$ cat src/sdf_pkg.sv
package sdf_pkg;

  // Input action codes
  localparam logic [1:0] ACT_START  = 2'd0;
  localparam logic [1:0] ACT_BODY   = 2'd1;
  localparam logic [1:0] ACT_FINISH = 2'd2;

  // Fixed frame bytes
  localparam logic [7:0] SYX_START     = 8'hF0;
  localparam logic [7:0] SYX_MAKER     = 8'h41;
  localparam logic [7:0] SYX_MODEL_HI  = 8'h00;
  localparam logic [7:0] SYX_MODEL_MID = 8'h00;
  localparam logic [7:0] SYX_MODEL_LO  = 8'h64;
  localparam logic [7:0] SYX_CMD_RQ1   = 8'h11;
  localparam logic [7:0] SYX_CMD_DT1   = 8'h12;
  localparam logic [7:0] SYX_END       = 8'hF7;

  localparam logic [6:0] DEVICE_ID_RST = 7'd16;

  // Command queue between front and back
  localparam int unsigned QDepth = 4;
  localparam int unsigned QPtrW  = 2;

  // Byte positions within one command
  localparam logic [3:0] LAST_IDX_START  = 4'd10;
  localparam logic [3:0] LAST_IDX_BODY   = 4'd0;
  localparam logic [3:0] LAST_IDX_FINISH = 4'd1;

  typedef enum logic [1:0] {
    KIND_START,
    KIND_BODY,
    KIND_FINISH
  } kind_e;

  typedef struct packed {
    kind_e       kind;
    logic        is_request;
    logic [6:0]  device_id;
    logic [31:0] address;
    logic [7:0]  data;       // body byte, or checksum on finish
  } cmd_t;

  typedef struct packed {
    logic full;
    logic empty;
  } q_stat_t;

endpackage

$ cat src/sdf_front.sv
module sdf_front (
  input  logic             clk_i,
  input  logic             rst_ni,
  input  logic             in_valid_i,
  input  logic [1:0]       action_i,
  input  logic             is_request_i,
  input  logic [31:0]      address_i,
  input  logic [7:0]       body_byte_i,
  input  logic             cfg_we_i,
  input  logic [6:0]       cfg_wdata_i,
  input  sdf_pkg::q_stat_t q_stat_i,
  output logic             in_ready_o,
  output logic             push_o,
  output sdf_pkg::cmd_t    cmd_o
);

  logic [6:0] device_id_q, device_id_d;
  logic [6:0] sum_q, sum_d;
  logic [6:0] addr_sum;
  logic       accept;
  logic       known;

  assign in_ready_o = !q_stat_i.full;
  assign accept     = in_valid_i && in_ready_o;

  // Only the low seven bits of each byte matter modulo 128
  assign addr_sum = address_i[30:24] + address_i[22:16] + address_i[14:8] + address_i[6:0];

  always_comb begin
    known             = 1'b1;
    sum_d             = sum_q;
    cmd_o.kind        = sdf_pkg::KIND_BODY;
    cmd_o.is_request  = is_request_i;
    cmd_o.device_id   = device_id_q;
    cmd_o.address     = address_i;
    cmd_o.data        = body_byte_i;
    case (action_i)
      sdf_pkg::ACT_START: begin
        cmd_o.kind = sdf_pkg::KIND_START;
        sum_d      = addr_sum;
      end
      sdf_pkg::ACT_BODY: begin
        cmd_o.kind = sdf_pkg::KIND_BODY;
        sum_d      = sum_q + body_byte_i[6:0];
      end
      sdf_pkg::ACT_FINISH: begin
        cmd_o.kind = sdf_pkg::KIND_FINISH;
        cmd_o.data = {1'b0, 7'(7'd0 - sum_q)};
        sum_d      = '0;
      end
      default: begin
        known = 1'b0;   // drop unused code
      end
    endcase
  end

  assign push_o      = accept && known;
  assign device_id_d = cfg_we_i ? cfg_wdata_i : device_id_q;

  always_ff @(posedge clk_i or negedge rst_ni) begin
    if (!rst_ni) begin
      device_id_q <= sdf_pkg::DEVICE_ID_RST;
      sum_q       <= '0;
    end else begin
      device_id_q <= device_id_d;
      if (push_o) begin
        sum_q <= sum_d;
      end
    end
  end

endmodule

$ cat src/sdf_queue.sv
module sdf_queue (
  input  logic             clk_i,
  input  logic             rst_ni,
  input  logic             push_i,
  input  sdf_pkg::cmd_t    cmd_i,
  input  logic             pop_i,
  output sdf_pkg::cmd_t    head_o,
  output sdf_pkg::q_stat_t stat_o
);

  sdf_pkg::cmd_t                 mem_q [sdf_pkg::QDepth];
  logic [sdf_pkg::QPtrW-1:0]     wr_ptr_q, rd_ptr_q;
  logic [sdf_pkg::QPtrW:0]       cnt_q;

  assign head_o       = mem_q[rd_ptr_q];
  assign stat_o.full  = (cnt_q == (sdf_pkg::QPtrW + 1)'(sdf_pkg::QDepth));
  assign stat_o.empty = (cnt_q == '0);

  always_ff @(posedge clk_i) begin
    if (push_i) begin
      mem_q[wr_ptr_q] <= cmd_i;
    end
  end

  always_ff @(posedge clk_i or negedge rst_ni) begin
    if (!rst_ni) begin
      wr_ptr_q <= '0;
      rd_ptr_q <= '0;
      cnt_q    <= '0;
    end else begin
      if (push_i) begin
        wr_ptr_q <= wr_ptr_q + 1'b1;
      end
      if (pop_i) begin
        rd_ptr_q <= rd_ptr_q + 1'b1;
      end
      case ({push_i, pop_i})
        2'b10:   cnt_q <= cnt_q + 1'b1;
        2'b01:   cnt_q <= cnt_q - 1'b1;
        default: cnt_q <= cnt_q;
      endcase
    end
  end

endmodule

$ cat src/sdf_back.sv
module sdf_back (
  input  logic             clk_i,
  input  logic             rst_ni,
  input  sdf_pkg::cmd_t    head_i,
  input  sdf_pkg::q_stat_t q_stat_i,
  output logic             pop_o,
  output logic             out_valid_o,
  input  logic             out_ready_i,
  output logic [7:0]       out_byte_o,
  output logic             last_o
);

  sdf_pkg::cmd_t cur_q;
  logic          cur_vld_q;
  logic [3:0]    idx_q;
  logic          out_vld_q;
  logic [7:0]    out_byte_q;
  logic          last_q;
  logic          adv;
  logic          emit;
  logic [3:0]    last_idx;
  logic          at_last;
  logic [7:0]    byte_d;

  assign adv  = !out_vld_q || out_ready_i;
  assign emit = adv && cur_vld_q;

  always_comb begin
    case (cur_q.kind)
      sdf_pkg::KIND_START:  last_idx = sdf_pkg::LAST_IDX_START;
      sdf_pkg::KIND_FINISH: last_idx = sdf_pkg::LAST_IDX_FINISH;
      default:              last_idx = sdf_pkg::LAST_IDX_BODY;
    endcase
  end

  assign at_last = (idx_q == last_idx);
  assign pop_o   = !q_stat_i.empty && (!cur_vld_q || (emit && at_last));

  always_comb begin
    byte_d = cur_q.data;
    case (cur_q.kind)
      sdf_pkg::KIND_START: begin
        case (idx_q)
          4'd0:    byte_d = sdf_pkg::SYX_START;
          4'd1:    byte_d = sdf_pkg::SYX_MAKER;
          4'd2:    byte_d = {1'b0, cur_q.device_id};
          4'd3:    byte_d = sdf_pkg::SYX_MODEL_HI;
          4'd4:    byte_d = sdf_pkg::SYX_MODEL_MID;
          4'd5:    byte_d = sdf_pkg::SYX_MODEL_LO;
          4'd6:    byte_d = cur_q.is_request ? sdf_pkg::SYX_CMD_RQ1 : sdf_pkg::SYX_CMD_DT1;
          4'd7:    byte_d = cur_q.address[31:24];
          4'd8:    byte_d = cur_q.address[23:16];
          4'd9:    byte_d = cur_q.address[15:8];
          default: byte_d = cur_q.address[7:0];
        endcase
      end
      sdf_pkg::KIND_FINISH: begin
        byte_d = (idx_q == '0) ? cur_q.data : sdf_pkg::SYX_END;
      end
      default: begin
        byte_d = cur_q.data;
      end
    endcase
  end

  // Load the next command from the queue head, and register each emitted byte with its last flag
  always_ff @(posedge clk_i) begin
    if (pop_o) begin
      cur_q <= head_i;
    end
    if (emit) begin
      out_byte_q <= byte_d;
      last_q     <= at_last;
    end
  end

  always_ff @(posedge clk_i or negedge rst_ni) begin
    if (!rst_ni) begin
      cur_vld_q <= 1'b0;
      idx_q     <= '0;
      out_vld_q <= 1'b0;
    end else begin
      if (pop_o) begin
        cur_vld_q <= 1'b1;
        idx_q     <= '0;
      end else if (emit) begin
        if (at_last) begin
          cur_vld_q <= 1'b0;
          idx_q     <= '0;
        end else begin
          idx_q <= idx_q + 1'b1;
        end
      end
      if (adv) begin
        out_vld_q <= cur_vld_q;
      end
    end
  end

  assign out_valid_o = out_vld_q;
  assign out_byte_o  = out_byte_q;
  assign last_o      = last_q;

endmodule

$ cat src/sysex_request_data_framer.sv
// System-exclusive DT1/RQ1 frame builder. Each transfer on the input side
// is a start, body or finish action; the block answers with frame bytes on
// the output, one byte per transfer, with last_o marking the final byte of
// each action. A start produces eleven bytes (F0, maker, device id, model
// id, command, four address bytes MSB first), a body action one byte and a
// finish action two (checksum, F7). The front end takes one input transfer
// per cycle while its four-entry command queue has room, keeps the running
// checksum and drops the unused action code; the back end emits one byte
// per cycle while the receiver is ready, through a registered output stage.
// Sustained input rate is thus set by the output byte rate. The device id
// register (reset 0x10) is written by cfg_we_i / cfg_wdata_i and must only
// change while the block is idle.
module sysex_request_data_framer (
  input  logic        clk_i,
  input  logic        rst_ni,
  input  logic        cfg_we_i,
  input  logic [6:0]  cfg_wdata_i,
  input  logic        in_valid_i,
  output logic        in_ready_o,
  input  logic [1:0]  action_i,
  input  logic        is_request_i,
  input  logic [31:0] address_i,
  input  logic [7:0]  body_byte_i,
  output logic        out_valid_o,
  input  logic        out_ready_i,
  output logic [7:0]  out_byte_o,
  output logic        last_o
);

  sdf_pkg::cmd_t    push_cmd;
  sdf_pkg::cmd_t    head_cmd;
  sdf_pkg::q_stat_t q_stat;
  logic             push;
  logic             pop;

  // Front end: classify actions, track checksum, enqueue commands
  sdf_front u_front (
    .clk_i        (clk_i),
    .rst_ni       (rst_ni),
    .in_valid_i   (in_valid_i),
    .action_i     (action_i),
    .is_request_i (is_request_i),
    .address_i    (address_i),
    .body_byte_i  (body_byte_i),
    .cfg_we_i     (cfg_we_i),
    .cfg_wdata_i  (cfg_wdata_i),
    .q_stat_i     (q_stat),
    .in_ready_o   (in_ready_o),
    .push_o       (push),
    .cmd_o        (push_cmd)
  );

  // Decouple the two halves
  sdf_queue u_queue (
    .clk_i  (clk_i),
    .rst_ni (rst_ni),
    .push_i (push),
    .cmd_i  (push_cmd),
    .pop_i  (pop),
    .head_o (head_cmd),
    .stat_o (q_stat)
  );

  // Back end: serialise each command into frame bytes
  sdf_back u_back (
    .clk_i       (clk_i),
    .rst_ni      (rst_ni),
    .head_i      (head_cmd),
    .q_stat_i    (q_stat),
    .pop_o       (pop),
    .out_valid_o (out_valid_o),
    .out_ready_i (out_ready_i),
    .out_byte_o  (out_byte_o),
    .last_o      (last_o)
  );

  // Never enqueue into a full queue
  a_no_push_full : assert property (@(posedge clk_i) disable iff (!rst_ni)
    push |-> !q_stat.full)
    else $error("command pushed into full queue");

  // Never dequeue from an empty queue
  a_no_pop_empty : assert property (@(posedge clk_i) disable iff (!rst_ni)
    pop |-> !q_stat.empty)
    else $error("command popped from empty queue");

  // Every accepted known action reaches the queue
  a_known_pushed : assert property (@(posedge clk_i) disable iff (!rst_ni)
    (in_valid_i && in_ready_o && (action_i == sdf_pkg::ACT_START ||
      action_i == sdf_pkg::ACT_BODY || action_i == sdf_pkg::ACT_FINISH)) |-> push)
    else $error("accepted action not enqueued");

  // An empty queue stays empty until something is pushed
  a_empty_after_pop : assert property (@(posedge clk_i) disable iff (!rst_ni)
    (q_stat.empty && !push) |=> q_stat.empty || $past(push))
    else $error("queue left empty state without a push");

endmodule

$ cat config.mk
export PLATFORM = sky130hd
export DESIGN_NAME = sysex_request_data_framer
export DESIGN_NICKNAME = d
export VERILOG_FILES = /design/src/sdf_pkg.sv /design/src/sdf_front.sv /design/src/sdf_queue.sv /design/src/sdf_back.sv /design/src/sysex_request_data_framer.sv
export SDC_FILE = /design/constraint.sdc
export NUM_CORES = 1
export LEC_CHECK = 0
export ABC_AREA = 0
export BUFFER_PORTS_ARGS = -buffer_cell sky130_fd_sc_hd__buf_2
export CORE_MARGIN = 5
export CORE_UTILIZATION = 50
export CTS_BUF_LIST = sky130_fd_sc_hd__clkbuf_8 sky130_fd_sc_hd__clkbuf_16
export DETAILED_ROUTE_END_ITERATION = 10
export PLACE_DENSITY = 0.74
export REMOVE_ABC_BUFFERS = 1
export SYNTH_ARGS = -nofsm -noshare
export SYNTH_HDL_FRONTEND = slang
export SYNTH_SLANG_ARGS = --single-unit
$ cat constraint.sdc
create_clock -name clk_i -period 5.4 [get_ports clk_i]
set_input_delay 0.54 -clock clk_i [delete_from_list [all_inputs] [get_ports clk_i]]
set_output_delay 0.54 -clock clk_i [all_outputs]
set_load 0.01 [all_outputs]
==> impl_metrics.toml <==
[cts]
cts_tree = "done"
root_buffer = "clkbuf_16"
ctsHoldBuffers = 0
clock_sinks = 286
cts_setup_buffers = 0
cts-resized-gates = 0
h-tree-depth = 1
numCtsBuffers = 29
clk_pin_slew_ns = 0.06
clock_path_buffers = 3
clkLatencyLatePin_ns = 0.53

[power]
p_sw_frac = 0.291
p_switching_mw = 1.98
power_frac_seq = 0.476
power_frac_clock = 0.289
ir_worst_vdd_v = 0.000292
p_per_area_mw_per_mm2 = 503
pwr-share-comb = 0.235
p_leak_nw = 4.77
power.internal_mw = 4.83

[worst_setup_path]
crit_fanout = 16
critPathCaptureType = "register"
arrival_ns = 3.48
required_ns = 5.85
ff2ff_path_depth = 8
crit_family = "simple AND/OR/NAND/NOR gates"
crit_type = "register to register"
path_cells = "or3b_2, and3b_1, clkinv_1, ha_1, fa_1, xnor2_1, nor2_1, xor2_1"
regToRegSetupSlack_ns = 2.37
r2r-end = "u_queue.cnt_q[2]"
startpoint_type = "register"
critical_path.slowest_cell = "and3b_1"
r2r_start = "u_queue.cnt_q[2]"
cpPeakStageDelay_ns = 0.56
crit_buf_inv = 1

[logic_synthesis]
ys.warnings.count = 0
ys_ff_latch = 286
synthCells = 664
ys_seq_area_frac = 0.710
syn_area_mm2 = 0.0119
synth_async_sr_flop_share = 0.0944
synth_top_area_cell = "edfxtp_1"
synth_top_area_share = 0.653
yosysUniqueCellTypes = 59
synth_area_leaders = "edfxtp_1 (65%), mux4_2 (9.5%), dfrtp_1 (5.5%)"
synth.most_common_cell = "edfxtp_1"
netlist_top_cells_count = "edfxtp_1 (259), mux4_2 (50), inv_1 (40)"
synth_edf_count = 259
synth.avg_cell_area_um2 = 17.9
ys.flop_type = "edfxtp_1"

[place]
dp_hpwl_mm = 15.5
finalWeightedCongestion = 0.926
placed_area_mm2 = 0.0126
io_buffers = 65

[floorplan]
core_mm2 = 0.0235
io_pins = 66
die_w_um = 164
initial_core_util = 0.507
die_area_mm2 = 0.0270
num_rows = 56
die_height_um = 164

[route]
wirelength_mm = 23.7
final_antenna_net_count = 0
drt_first_pass_iters = 5
vias_per_cell = 5.65
vias = 6109
drcViolationCount = 0
drtIter0Drc = 479
routedWlPerCell_um = 21.9

[layout]
n_antenna_cell = 0
final_layout_size_suffix_gt1_frac = 0.267
fin_area_mm2 = 0.0136
fillers = 1734
nets = 837
area_growth_pct = 13.8

[global_routing]
grt_pass1_vias = 6391
top_usage_layer = "met2"
grt_start_max_net_pins = 53
grt_first_pass_wirelength_mm = 36.7
overflow = 0
use_met2 = 0.290
grt_antenna_before_repair = 0
gr-usage-met1 = 0.257
grt_usage = 0.180
grt_use_met3 = 0.0316

[min_path]
min_path_type = "primary input to async pin"

[sta]
worst_pin_slew_ns = 1.09
setup_viol = 0
min_period_ns = 3.03
finalCritPeriodShare = 0.562
slew_viol_final = 0
finalSetupTns_ns = 0
fmax_ghz = 0.330
slew_headroom = 0.277
hold_viol_final = 0
rsz0062_at_grt = "no"
finalClockSkew_ns = 0.00810

[run_status]
status = "complete, no violations"

[run]
cap_violations = 0
[layout by cell type (no fill, tap or decap), types with 9 or more instances in the layout]
| cell | n |
|---|---|
| dfrtp_1 | 24 |
| buf_2 | 65 |
| clkbuf_16 | 29 |
| mux4_2 | 50 |
| fa_1 | 14 |
| clkinv_2 | 9 |
| edfxtp_1 | 259 |
| inv_1 | 43 |
| xnor2_1 | 12 |
| nand2_1 | 24 |
| nor2_1 | 29 |
| ha_1 | 26 |
| mux2_2 | 15 |
| o21ai_0 | 15 |
| a21oi_1 | 25 |
[final cells by class]
type / instances / area, um^2 / share of cell area
flip-flops and latches: 286 / 8460 / 0.624
inverters: 41 / 154 / 0.0114
multi-input cells: 312 / 3210 / 0.237
clock buffers: 32 / 767 / 0.0566
well taps: 319 / 399 / 0.0295
clock inverters: 20 / 188 / 0.0138
repair buffers: 72 / 378 / 0.0279
[state kept, by name (all words and copies together), names as in the netlist]
signal,count
u_front.device_id_q,7
u_back.cur_q,50
u_back.idx_q,4
u_queue.rd_ptr_q,2
u_front.sum_q,7
u_back.last_o,1
u_queue.cnt_q,3
u_queue.wr_ptr_q,2
u_queue.mem_q,200
u_back.cur_vld_q,1
u_back.out_valid_o,1
u_back.out_byte_o,8
[metal layers]
layer,part of all wire,routed length (um)
met5,0,0
met1,0.44,10300
met3,0.056,1330
met2,0.48,11300
met4,0.029,682
[worst max path at each step]
stage | end | startpoint | cells after the start
final | u_queue.cnt_q[2] | u_queue.cnt_q[2] | 8
after global routing | u_queue.cnt_q[2] | u_queue.cnt_q[0] | 8
after CTS | u_queue.cnt_q[2] | u_queue.cnt_q[2] | 8
after detailed placement | u_front.sum_q[5] | address_i[1] | 11
after global placement | u_front.sum_q[5] | address_i[1] | 11
after floorplan | u_queue.cnt_q[1] | u_back.idx_q[3] | 6
[cell families after synthesis]
kind of cell	after synthesis	share of synthesized area
buffers and inverters	66	0.0216
multiplexers	67	0.110
XOR/XNOR	18	0.0144
AO/OA/AOI/OAI	88	0.0492
AND/OR/NAND/NOR	99	0.0433
flip-flops	286	0.710
adder cells (fa/ha/maj)	40	0.0509
[metrics by stage]
| step | total power [mW] | hold WS [ns] | std cells | setup WS (ns) | utilization |
|---|---|---|---|---|---|
| after global routing | 7.14 | 0.0986 | 1082 | 2.19 | 0.577 |
| after detailed placement | 4.90 | 0.504 | 1030 | 2.05 | 0.537 |
| after global placement | 4.82 | 0.481 | 1030 | 2.13 | 0.537 |
| after CTS | 6.88 | 0.0642 | 1082 | 2.34 | 0.577 |
| final | 6.81 | 0.0593 | 1082 | 2.37 | 0.577 |
| after floorplan | 4.35 | 0.244 | 639 | 1.10 | - |
[power by group through the flow]
stage | registers (mW) | clock network [mW] | logic [mW]
final | 3.24 | 1.97 | 1.60
after global routing | 3.30 | 2.10 | 1.74
after CTS | 3.25 | 2.00 | 1.62
after detailed placement | 3.29 | 0 | 1.61
after global placement | 3.26 | 0 | 1.56
after floorplan | 3.21 | 0 | 1.14
No activity file was read; power rests on OpenSTA's default activity.
